File: config.mk
export PLATFORM = sky130hd
export DESIGN_NAME = bounding_box_normalizer
export DESIGN_NICKNAME = d
export VERILOG_FILES = /design/src/sv/bbn_pkg.sv /design/src/sv/bbn_lane.sv /design/src/sv/bbn_merge.sv /design/src/sv/bounding_box_normalizer.sv
export SDC_FILE = /design/constraint.sdc
export NUM_CORES = 2
export LEC_CHECK = 0
export CAP_MARGIN = 20
export CORE_MARGIN = 10
export CORE_UTILIZATION = 25
export DETAILED_ROUTE_END_ITERATION = 8
export DONT_BUFFER_PORTS = 1
export GPL_ROUTABILITY_DRIVEN = 0
export MAX_ROUTING_LAYER = met4
export PLACE_DENSITY_LB_ADDON = 0.08
export RECOVER_POWER = 100
export SLEW_MARGIN = 5
export SYNTH_ARGS = -nofsm -noshare
export SYNTH_HDL_FRONTEND = slang
export SYNTH_SLANG_ARGS = --single-unit
File: constraint.sdc
create_clock -name clk -period 12.62 [get_ports clk]
set_input_delay 2.524 -clock clk [delete_from_list [all_inputs] [get_ports clk]]
set_output_delay 2.524 -clock clk [all_outputs]
set_load 0.02 [all_outputs]
File: src/sv/bbn_pkg.sv
// Shared types and constants for the bounding box normalizer.
package bbn_pkg;

    localparam int COORD_WIDTH   = 32;
    localparam int OUT_FRAC_BITS = 16;
    localparam int OUT_WIDTH     = OUT_FRAC_BITS + 2;
    localparam int EXT_W         = COORD_WIDTH + 2;
    localparam int N_W           = COORD_WIDTH + 3;
    localparam int REM_W         = COORD_WIDTH + 2;
    localparam int DEN_W         = COORD_WIDTH + 1;
    localparam int Q_W           = OUT_FRAC_BITS + 1;
    localparam int CNT_W         = $clog2(Q_W);

    localparam logic signed [COORD_WIDTH-1:0] COORD_MAX = {1'b0, {(COORD_WIDTH-1){1'b1}}};
    localparam logic signed [COORD_WIDTH-1:0] COORD_MIN = {1'b1, {(COORD_WIDTH-1){1'b0}}};
    localparam logic [Q_W-1:0] Q_ONE = {1'b1, {OUT_FRAC_BITS{1'b0}}};

    typedef enum logic [1:0] {
        OP_CLEAR     = 2'd0,
        OP_MEASURE   = 2'd1,
        OP_TRANSFORM = 2'd2
    } op_t;

    typedef enum logic [2:0] {
        ST_IDLE,
        ST_EXT,
        ST_START,
        ST_DIV,
        ST_DONE
    } state_t;

    typedef struct packed {
        logic clear;
        logic measure;
        logic capture;
        logic prep;
        logic start;
        logic step;
    } lane_ctl_t;

endpackage

File: src/sv/bbn_lane.sv
// One axis lane: box bounds, offset from the center and a restoring divider.
module bbn_lane (
    input  logic                                   clk,
    input  logic                                   rst_n,
    input  bbn_pkg::lane_ctl_t                     ctl,
    input  logic signed [bbn_pkg::COORD_WIDTH-1:0] v,
    input  logic        [bbn_pkg::DEN_W-1:0]       den,
    output logic signed [bbn_pkg::EXT_W-1:0]       ext,
    output logic                                   clip,
    output logic signed [bbn_pkg::OUT_WIDTH-1:0]   q_out
);
    import bbn_pkg::*;

    logic signed [COORD_WIDTH-1:0] low_reg, low_next;
    logic signed [COORD_WIDTH-1:0] high_reg, high_next;
    logic signed [COORD_WIDTH-1:0] v_reg;
    logic        [REM_W-1:0]       rem_reg;
    logic        [Q_W-1:0]         quo_reg;
    logic                          neg_reg;
    logic                          clip_reg;
    logic signed [N_W-1:0]         n;
    logic signed [N_W-1:0]         n_abs;
    logic        [REM_W-1:0]       den_ext;
    logic        [REM_W-1:0]       diff;
    logic                          ge;
    logic        [Q_W-1:0]         q_mag;
    logic        [OUT_WIDTH-1:0]   q_pos;

    always_comb
    begin
        low_next  = low_reg;
        high_next = high_reg;
        if (ctl.clear)
        begin
            low_next  = COORD_MAX;
            high_next = COORD_MIN;
        end
        else if (ctl.measure)
        begin
            if (v < low_reg)
            begin
                low_next = v;
            end
            if (v > high_reg)
            begin
                high_next = v;
            end
        end
    end

    always_ff @(posedge clk or negedge rst_n)
    begin
        if (!rst_n)
        begin
            low_reg  <= COORD_MAX;
            high_reg <= COORD_MIN;
        end
        else
        begin
            low_reg  <= low_next;
            high_reg <= high_next;
        end
    end

    assign ext     = EXT_W'(high_reg) - EXT_W'(low_reg);
    assign n       = (N_W'(v_reg) <<< 1) - N_W'(high_reg) - N_W'(low_reg);
    assign n_abs   = (n < 0) ? -n : n;
    assign den_ext = REM_W'(den);
    assign ge      = (rem_reg >= den_ext);
    assign diff    = ge ? (rem_reg - den_ext) : rem_reg;

    always_ff @(posedge clk)
    begin
        if (ctl.capture)
        begin
            v_reg <= v;
        end
        if (ctl.prep)
        begin
            neg_reg <= (n < 0);
            rem_reg <= n_abs[REM_W-1:0];
        end
        else if (ctl.step)
        begin
            rem_reg <= {diff[REM_W-2:0], 1'b0};
        end
        if (ctl.start)
        begin
            clip_reg <= (rem_reg > den_ext);
            quo_reg  <= '0;
        end
        else if (ctl.step)
        begin
            quo_reg <= {quo_reg[Q_W-2:0], ge};
        end
    end

    assign clip  = clip_reg;
    assign q_mag = clip_reg ? Q_ONE : quo_reg;
    assign q_pos = {1'b0, q_mag};
    assign q_out = neg_reg ? $signed(~q_pos + 1'b1) : $signed(q_pos);

endmodule

File: src/sv/bbn_merge.sv
// Merge stage: largest extent over the lanes, degenerate test and clip summary.
module bbn_merge (
    input  logic                             clk,
    input  logic                             load,
    input  logic                             any_seen,
    input  logic signed [bbn_pkg::EXT_W-1:0] ext_x,
    input  logic signed [bbn_pkg::EXT_W-1:0] ext_y,
    input  logic signed [bbn_pkg::EXT_W-1:0] ext_z,
    input  logic        [2:0]                lane_clip,
    output logic        [bbn_pkg::DEN_W-1:0] den,
    output logic                             degen,
    output logic                             clip_any
);
    import bbn_pkg::*;

    logic signed [EXT_W-1:0] max_xy;
    logic signed [EXT_W-1:0] max_all;
    logic [DEN_W-1:0]        den_reg;
    logic                    degen_reg;

    assign max_xy  = (ext_y > ext_x) ? ext_y : ext_x;
    assign max_all = (ext_z > max_xy) ? ext_z : max_xy;

    always_ff @(posedge clk)
    begin
        if (load)
        begin
            den_reg   <= max_all[DEN_W-1:0];
            degen_reg <= !any_seen || (max_all <= 0);
        end
    end

    assign den      = den_reg;
    assign degen    = degen_reg;
    assign clip_any = |lane_clip;

endmodule

File: src/sv/bounding_box_normalizer.sv
// Top level of the bounding box normalizer: control, lanes, merge and result register.
//
//   Channel  Signals                                   Direction
//   in       in_valid, in_ready, operation, x/y/z_in   request into the block
//   out      out_valid, out_ready, x/y/z_out,          result out of the block
//            degenerate, clipped
//
// in_ready stays high after clear and measure requests.
// A transform request runs through ST_EXT, which finds the extents, ST_START, which
// starts the three lane dividers, 17 divider steps in ST_DIV, and ST_DONE, which waits
// for a free result register and loads it. Each lane has a 17-step radix-2 restoring
// divider. An empty or flat box skips the dividers, going from ST_START to ST_DONE.
// Reset empties the box; the result register keeps a result until out_ready takes it.
module bounding_box_normalizer (
    input  logic                                     clk,
    input  logic                                     rst_n,
    input  logic                                     in_valid,
    output logic                                     in_ready,
    input  logic        [1:0]                        operation,
    input  logic signed [bbn_pkg::COORD_WIDTH-1:0]   x_in,
    input  logic signed [bbn_pkg::COORD_WIDTH-1:0]   y_in,
    input  logic signed [bbn_pkg::COORD_WIDTH-1:0]   z_in,
    output logic                                     out_valid,
    input  logic                                     out_ready,
    output logic signed [bbn_pkg::OUT_WIDTH-1:0]     x_out,
    output logic signed [bbn_pkg::OUT_WIDTH-1:0]     y_out,
    output logic signed [bbn_pkg::OUT_WIDTH-1:0]     z_out,
    output logic                                     degenerate,
    output logic                                     clipped
);
    import bbn_pkg::*;

    state_t                  state_reg, state_next;
    logic [CNT_W-1:0]        cnt_reg, cnt_next;
    logic                    seen_reg, seen_next;
    logic                    out_valid_reg, out_valid_next;
    logic                    load_out;
    logic                    accept;
    lane_ctl_t               ctl;
    logic                    merge_load;
    logic signed [EXT_W-1:0] ext_x, ext_y, ext_z;
    logic [2:0]              lane_clip;
    logic [DEN_W-1:0]        den;
    logic                    degen;
    logic                    clip_any;
    logic signed [OUT_WIDTH-1:0] qx, qy, qz;
    logic signed [OUT_WIDTH-1:0] x_reg, y_reg, z_reg;
    logic                    degen_out_reg, clip_out_reg;

    assign in_ready = (state_reg == ST_IDLE);
    assign accept   = in_valid && in_ready;

    always_ff @(posedge clk or negedge rst_n)
    begin
        if (!rst_n)
        begin
            state_reg     <= ST_IDLE;
            cnt_reg       <= '0;
            seen_reg      <= 1'b0;
            out_valid_reg <= 1'b0;
        end
        else
        begin
            state_reg     <= state_next;
            cnt_reg       <= cnt_next;
            seen_reg      <= seen_next;
            out_valid_reg <= out_valid_next;
        end
    end

    always_comb
    begin
        state_next = state_reg;
        cnt_next   = cnt_reg;
        seen_next  = seen_reg;
        ctl        = '0;
        merge_load = 1'b0;
        load_out   = 1'b0;
        unique case (state_reg)
            ST_IDLE:
            begin
                if (accept)
                begin
                    unique case (operation)
                        OP_CLEAR:
                        begin
                            ctl.clear = 1'b1;
                            seen_next = 1'b0;
                        end
                        OP_MEASURE:
                        begin
                            ctl.measure = 1'b1;
                            seen_next   = 1'b1;
                        end
                        OP_TRANSFORM:
                        begin
                            ctl.capture = 1'b1;
                            state_next  = ST_EXT;
                        end
                        default:
                        begin
                            state_next = ST_IDLE;
                        end
                    endcase
                end
            end
            ST_EXT:
            begin
                ctl.prep   = 1'b1;
                merge_load = 1'b1;
                state_next = ST_START;
            end
            ST_START:
            begin
                cnt_next = '0;
                if (degen)
                begin
                    state_next = ST_DONE;
                end
                else
                begin
                    ctl.start  = 1'b1;
                    state_next = ST_DIV;
                end
            end
            ST_DIV:
            begin
                ctl.step = 1'b1;
                cnt_next = cnt_reg + 1'b1;
                if (cnt_reg == CNT_W'(Q_W - 1))
                begin
                    state_next = ST_DONE;
                end
            end
            ST_DONE:
            begin
                if (!out_valid_reg || out_ready)
                begin
                    load_out   = 1'b1;
                    state_next = ST_IDLE;
                end
            end
            default:
            begin
                state_next = ST_IDLE;
            end
        endcase
    end

    always_comb
    begin
        out_valid_next = out_valid_reg;
        if (load_out)
        begin
            out_valid_next = 1'b1;
        end
        else if (out_ready)
        begin
            out_valid_next = 1'b0;
        end
    end

    bbn_lane u_lane_x (
        .clk   (clk),
        .rst_n (rst_n),
        .ctl   (ctl),
        .v     (x_in),
        .den   (den),
        .ext   (ext_x),
        .clip  (lane_clip[0]),
        .q_out (qx)
    );

    bbn_lane u_lane_y (
        .clk   (clk),
        .rst_n (rst_n),
        .ctl   (ctl),
        .v     (y_in),
        .den   (den),
        .ext   (ext_y),
        .clip  (lane_clip[1]),
        .q_out (qy)
    );

    bbn_lane u_lane_z (
        .clk   (clk),
        .rst_n (rst_n),
        .ctl   (ctl),
        .v     (z_in),
        .den   (den),
        .ext   (ext_z),
        .clip  (lane_clip[2]),
        .q_out (qz)
    );

    bbn_merge u_merge (
        .clk       (clk),
        .load      (merge_load),
        .any_seen  (seen_reg),
        .ext_x     (ext_x),
        .ext_y     (ext_y),
        .ext_z     (ext_z),
        .lane_clip (lane_clip),
        .den       (den),
        .degen     (degen),
        .clip_any  (clip_any)
    );

    always_ff @(posedge clk)
    begin
        if (load_out)
        begin
            if (degen)
            begin
                x_reg        <= '0;
                y_reg        <= '0;
                z_reg        <= '0;
                degen_out_reg <= 1'b1;
                clip_out_reg  <= 1'b0;
            end
            else
            begin
                x_reg        <= qx;
                y_reg        <= qy;
                z_reg        <= qz;
                degen_out_reg <= 1'b0;
                clip_out_reg  <= clip_any;
            end
        end
    end

    assign out_valid  = out_valid_reg;
    assign x_out      = x_reg;
    assign y_out      = y_reg;
    assign z_out      = z_reg;
    assign degenerate = degen_out_reg;
    assign clipped    = clip_out_reg;

    a_transform_enters_ext: assert property (@(posedge clk) disable iff (!rst_n)
        accept && (operation == OP_TRANSFORM) |=> (state_reg == ST_EXT))
        else $error("Transform request did not start the extent cycle.");

    a_result_from_done: assert property (@(posedge clk) disable iff (!rst_n)
        $rose(out_valid_reg) |-> $past(state_reg == ST_DONE))
        else $error("Result appeared without a finished transform.");

    a_degenerate_zero: assert property (@(posedge clk) disable iff (!rst_n)
        out_valid_reg && degen_out_reg |->
            (x_reg == 0) && (y_reg == 0) && (z_reg == 0) && !clip_out_reg)
        else $error("Degenerate result carries nonzero data.");

    a_result_in_range: assert property (@(posedge clk) disable iff (!rst_n)
        out_valid_reg |->
            (x_reg <= $signed({2'b00, {OUT_FRAC_BITS{1'b0}}} | OUT_WIDTH'(Q_ONE)))
            && (x_reg >= -$signed(OUT_WIDTH'(Q_ONE))))
        else $error("Normalized x lies outside plus or minus one.");

    a_step_count: assert property (@(posedge clk) disable iff (!rst_n)
        (state_reg == ST_DIV) |-> (cnt_reg < CNT_W'(Q_W)))
        else $error("Divider step count overran.");

endmodule

=== Word-level counts from Yosys, hierarchy flattened ===
Cells that the tools add are included.

* Add/subtract/negate cells: 19
* $mul: 0
* Divide/modulo/power cells: 0
* $lt $le $gt $ge: 18
* Eq/ne operators: 11
* Shift operators: 0
* Mux-type cells: 60
* Bitwise operators: 6
* Reductions and logical operators: 31

{| class="wikitable"
|+ Operator list
! kind !! count
|-
| $mux 32 || 18
|-
| $mux 34 || 11
|-
| $lt 35x1->1 const B || 3
|-
| $sub 34x32->35 || 3
|-
| $ge 34x33->1 || 3
|-
| $gt 34x33->1 || 3
|-
| $mux 17 || 6
|-
| $neg 34->34 || 3
|-
| $sub 33x32->34 || 3
|-
| $mux 33 || 3
|-
| $sub 32x32->33 || 3
|-
| $sub 33x33->33 || 3
|-
| $gt 32x32->1 || 3
|-
| $lt 32x32->1 || 3
|-
| $add 18x1->18 const B || 3
|-
| $not 17->18 || 3
|-
| $gt 33x34->1 || 1
|-
| $le 34x1->1 const B || 1
|-
| $gt 33x33->1 || 1
|-
| $reduce_bool 2->1 || 11
|-
| $mux 3 || 6
|-
| $pmux 3 s5 || 1
|-
| $mux 1 || 12
|-
| $reduce_and 2->1 || 6
|-
| 22 further kinds || 32
|}

* Bits in registers: 547
* Latch bits: 0
* Bits in writable memories: 0
* ROM bits: 0
* Input bits: 102
* Output and inout bits: 58
* Word-level logic and storage cells: 180
* Memories kept: 0

=== Depth between registers and ports, before layout ===
* Depth after elaboration: 7
* Mapped depth: 47
* Mapped depth without buffers: 41

=== Cells and area by module ===
Synthesis repeated with hierarchy kept, for this count alone.

* Cell total of the unflattened synthesis: 5837
* Area, all modules: 51799.7 um2

{| class="wikitable"
|+ Modules (own cells, without submodules)
! module !! instances !! cells an instance !! area an instance (um2) !! sequential area each (um2)
|-
| bbn_lane (u_lane_y ...) || 2 || 1737 || 15058.2 || 4023.9
|-
| bbn_lane (u_lane_x) || 1 || 1781 || 15429.8 || 4023.9
|-
| bbn_merge || 1 || 401 || 3588.4 || 1021.0
|-
| bounding_box_normalizer || 1 || 181 || 2665.1 || 1931.9
|}

=== Least setup slack after synthesis ===
OpenSTA, ideal clock, no wires.

* Path type: reg2reg
* From: register u_lane_x.low_reg[13]
* To: register u_merge.degen_reg (netlist: u_merge.degen) (data pin)
* Library setup time: 0.165 ns
* Arrival: 9.310 ns
* Required time: 12.455 ns
* Setup slack: 3.146 ns
* Stages on the path, launching flop included: 40
* Buffers on the path: 4
* Cells stage by stage: dfstp_2 > inv_1 > ha_1 > nor2_1 > a221oi_2 > o221ai_1 > a221oi_2 > o21ai_2 > a221o_1 > a311o_1 > a221o_1 > a21o_1 > nand2_1 > a32oi_1 > ha_1 > nand2_1 > or3_1 > nor3_1 > [4 not listed] > clkbuf_1 > buf_1 > clkbuf_1 > o21ai_0 > ha_1 > nand4_1 > nor3_1 > nand2_1 > o2111ai_1 > a211oi_1 > a211oi_1 > a21o_1 > nor3_1 > a211o_1 > or4_1 > or4_1 > or4_1 > o31ai_2

* Word-level cells in the longest chain between the ends: 7

{| class="wikitable"
|+ RTL lines
! item !! line !! RTL
|-
| from (decl) || bbn_lane.sv:14 || <nowiki>logic signed [COORD_WIDTH-1:0] low_reg, low_next;</nowiki>
|-
| from (signal assigned) || bbn_lane.sv:60 || <nowiki>low_reg <= low_next;</nowiki>
|-
| $sub 32x32->33 (*) || bbn_lane.sv:65 || <nowiki>assign ext = EXT_W'(high_reg) - EXT_W'(low_reg);</nowiki>
|-
| $gt 33x33->1 || bbn_merge.sv:21 || <nowiki>assign max_xy = (ext_y > ext_x) ? ext_y : ext_x;</nowiki>
|-
| $mux 34 (*) || bbn_merge.sv:21 ||
|-
| $gt 33x34->1 || bbn_merge.sv:22 || <nowiki>assign max_all = (ext_z > max_xy) ? ext_z : max_xy;</nowiki>
|-
| $mux 34 (*) || bbn_merge.sv:22 ||
|-
| net u_merge.max_all[4] || bbn_merge.sv:17 || <nowiki>logic signed [EXT_W-1:0] max_all;</nowiki>
|-
| $le 34x1->1 (*) || bbn_merge.sv:29 || <nowiki>degen_reg <= !any_seen || (max_all <= 0);</nowiki>
|-
| $logic_or 1x1->1 (*) || bbn_merge.sv:29 ||
|-
| to (signal assigned) || bbn_merge.sv:29 ||
|-
| to (decl) || bbn_merge.sv:19 || <nowiki>logic degen_reg;</nowiki>
|}

The timed path passes the listed nets; every way through them passes the cells marked *.
A chain may end at the register's enable or synchronous reset.

=== Worst setup path in the final report ===
* From: register u_lane_y.low_reg[1]
* To: register u_merge.degen_reg (netlist: u_merge.degen) (data pin)

* Word-level cells in the longest chain between the ends: 7

{| class="wikitable"
|+ RTL lines
! item !! line
|-
| from (decl) || bbn_lane.sv:14
|-
| from (signal assigned) || bbn_lane.sv:60
|-
| $sub 32x32->33 (*) || bbn_lane.sv:65
|-
| $gt 33x33->1 || bbn_merge.sv:21
|-
| $mux 34 (*) || bbn_merge.sv:21
|-
| $gt 33x34->1 || bbn_merge.sv:22
|-
| $mux 34 (*) || bbn_merge.sv:22
|-
| net u_merge.max_all[4] || bbn_merge.sv:17
|-
| $le 34x1->1 (*) || bbn_merge.sv:29
|-
| $logic_or 1x1->1 (*) || bbn_merge.sv:29
|}

Marked as above.

==> qor.txt <==
#FFs+latches synth = 547
Std-Cell Rows = 162
CTS Buf Count = 80
Commonest non-fill, non-tap cells in the layout = ha_1 (650), a21oi_1 (463), nor2_1 (462)
Final Net Count = 6236
Hold_buf cts = 0
Worst-margin pin slew = 3.45 ns
Max-slew headroom at the worst pin = -130%
Startpoint types = flip-flop
H-Tree Depth = 3
DRC viols = 0
Die ar. = 0.214 mm2
Compound-cell area share of the yosys netlist = 20.4%
Clock slew seen by the registers of the worst setup and hold paths = 0.06 ns
Clock Skew = 0.0370 ns
Post-Syn Instances = 5417
Crit path required time = 13.13 ns
Hold Fails Final Rpt = 0
Iter 0 DRT Violations = 2349
Most common cell after layout, fill and taps aside = ha_1
Via count = 39.7k
Number of global-route vias before repair = 39.8k
Starting Density = 25.1%
Setup TNS = 0 ns
Period utilization = 92.4%
Clock tree from TritonCTS = done
Final min period = 11.66 ns
Largest net degree at the start of global routing = 203
Mux contribution to synthesized area = 2.76%
Synth Area in Adders = 20.8%
First-pass GRT wire length = 275000 um
Fraction of layout cells with a size suffix above 1 = 6.11%
Detail Placement HPWL = 144000 um
Xor/xnor share of the synthesized area = 6.59%
Post-Syn Area per Cell = 9.04 um2
IO Count = 160
Crit path capture type = flip-flop
Drt total wl = 185000 um
Min-Delay Path Depth = 2
Final ANT Viol Nets = 0
Slowest cell on the critical path = nor4b_1
Async SR Flop Fraction = 36.9%
Slew Viols, Final = 878
Synth top area cells = edfxtp_1 (18%), ha_1 (17%), dfrtp_1 (5.4%)
Status = complete, but fails checks
Clock Tree Root = clkbuf_16
Combinational family with the most area after synthesis = adder cells
Core area = 0.195 mm2
Most used cell, CP = nand2_1
Synth Flop Type = edfxtp_1
# clock sinks = 547
Yosys top cell area share = 18.0%
FMAX = 0.0858 GHz
Total track usage = 17.2%
Synth Warn # = 0
CP Data Arrival Time = 12.17 ns
CP bufs+invs = 4
Routed WL per cell = 22.9 um
Synthesized area = 0.0490 mm2
Worst-Skew Late Latency = 0.71 ns
Worst R2R Path Depth = 41
Longest Clk Path Bufs = 3
CP peak stage delay = 0.87 ns
Top delay family on crit path = simple AND/OR/NAND/NOR gates
Max cap viols = 19
Violated checks = capacitance limit, slew limit
Tightest Hold Check Type = flip-flop to flip-flop
Chip width = 463 um
GRT overflow = 0
Post-Syn Nets = 6271
Synth Area in Simple Gates = 14.3%
EDFF count, synth = 294
Critical path fanouts, max = 35
Initial antenna violation count = 4
Port Buffers = 0
Via-to-Cell Ratio = 4.91
Final setup viols = 0
Synth area leader = edfxtp_1
Drt first pass iters = 5
RSZ-0062 raised after global routing = false
Synthesis-to-finish area growth = 11.7%
Post-CTS setup buffers = 0
Kind of critical path = flip-flop to flip-flop
Post_cts resized = 0
Register area share after synthesis = 30.7%
Levels on crit path = 41
Post-synth cell types = 101
Die H = 463 um
synth_stat cells (19+ instances only):
cell type  number
nand3_1        64
xor2_1        143
o22ai_1        68
dfrtp_1       106
or2_2          19
nand4_1        80
o211ai_1       31
inv_1         416
clkbuf_1      150
nor3b_1        21
o31ai_1        34
nand2b_1       93
a22oi_1        63
a211oi_1       85
o21bai_1       50
o21ai_0       335
nor2b_1        78
edfxtp_1      294
or3_1          31
fa_1          102
buf_1          20
ha_1          650
nor4_1         41
a31oi_1        54
xnor2_1       217
mux2i_1       125
dfstp_2        96
dfxtp_1        51
a2111oi_0      20
nor3_1        112
nand2_1       355
a21oi_1       464
nor2_1        464
and3_1         27
o21a_1         40
a21o_1        168
per-stage QoR:
step | cell area (um2) | worst slack [ns] | utilization (%) | std cells | hold WS, ns
detailed placement | 52100 | 1.08 | 26.8 | 7923 | 0.476
global route | 54700 | 0.292 | 28.1 | 8075 | 0.507
finish | 54700 | 0.962 | 28.1 | 8076 | 0.485
CTS | 54800 | 1.04 | 28.1 | 8073 | 0.480
global placement | 52100 | 1.13 | 26.8 | 7921 | 0.474
floorplan | 49000 | 3.15 | - | 5417 | 0.450
metal layers:
metal / share of wire, % / GRT usage, %
met3: 3.5 / 2.45
met5: 0 / -
met2: 45 / 26.8
met1: 49 / 23.5
met4: 2.7 / 4.21
worst paths after layout:
path | from | end | slack [ns]
setup / recovery | u_lane_y.low_reg[1]$_DFFE_PN1P_ | u_merge.degen$_DFFE_PP_ | 0.96
hold / removal | u_lane_z.quo_reg[16]$_SDFFE_PP0P_ | u_lane_z.quo_reg[16]$_SDFFE_PP0P_ | 0.48
setup reg to reg | u_lane_y.low_reg[1]$_DFFE_PN1P_ | u_merge.degen$_DFFE_PP_ | 0.96
hold reg to reg | u_lane_z.quo_reg[16]$_SDFFE_PP0P_ | u_lane_z.quo_reg[16]$_SDFFE_PP0P_ | 0.48
max in group asynchronous | rst_n | cnt_reg[0]$_DFFE_PN0P_ | 10.44
min in group asynchronous | rst_n | u_lane_z.high_reg[5]$_DFFE_PN0P_ | 1.57
worst min-delay path, stage by stage (launching register included):
cell	delay (ns)
dfxtp_1	0.33
nand2_1	0.06
a21oi_1	0.05
area by class of cell:
class	instances	area [um2]
clock buffer	114	2260
multi-input combinational	4277	31800
clock inverter	36	370
sequential	547	15000
timing repair buffer	57	370
inverter	419	1570
fill	20700	140000
tap	2624	3280
antenna	2	5.00
cells by family (layout without fill, tap and decap cells):
kind of cell | after synthesis | in the layout
AOI/OAI and AO/OA | 1573 | 1573
and+or+nand+nor | 1454 | 1454
adders and majority gates | 752 | 752
buffers and inverters | 593 | 626
DFF | 547 | 547
xor gates and xnor gates | 364 | 364
muxes | 134 | 134
other | 0 | 2
Power is left out: the tool's default activity adds up to more than one toggle a clock period on the data nets, which glitch-free logic cannot reach.
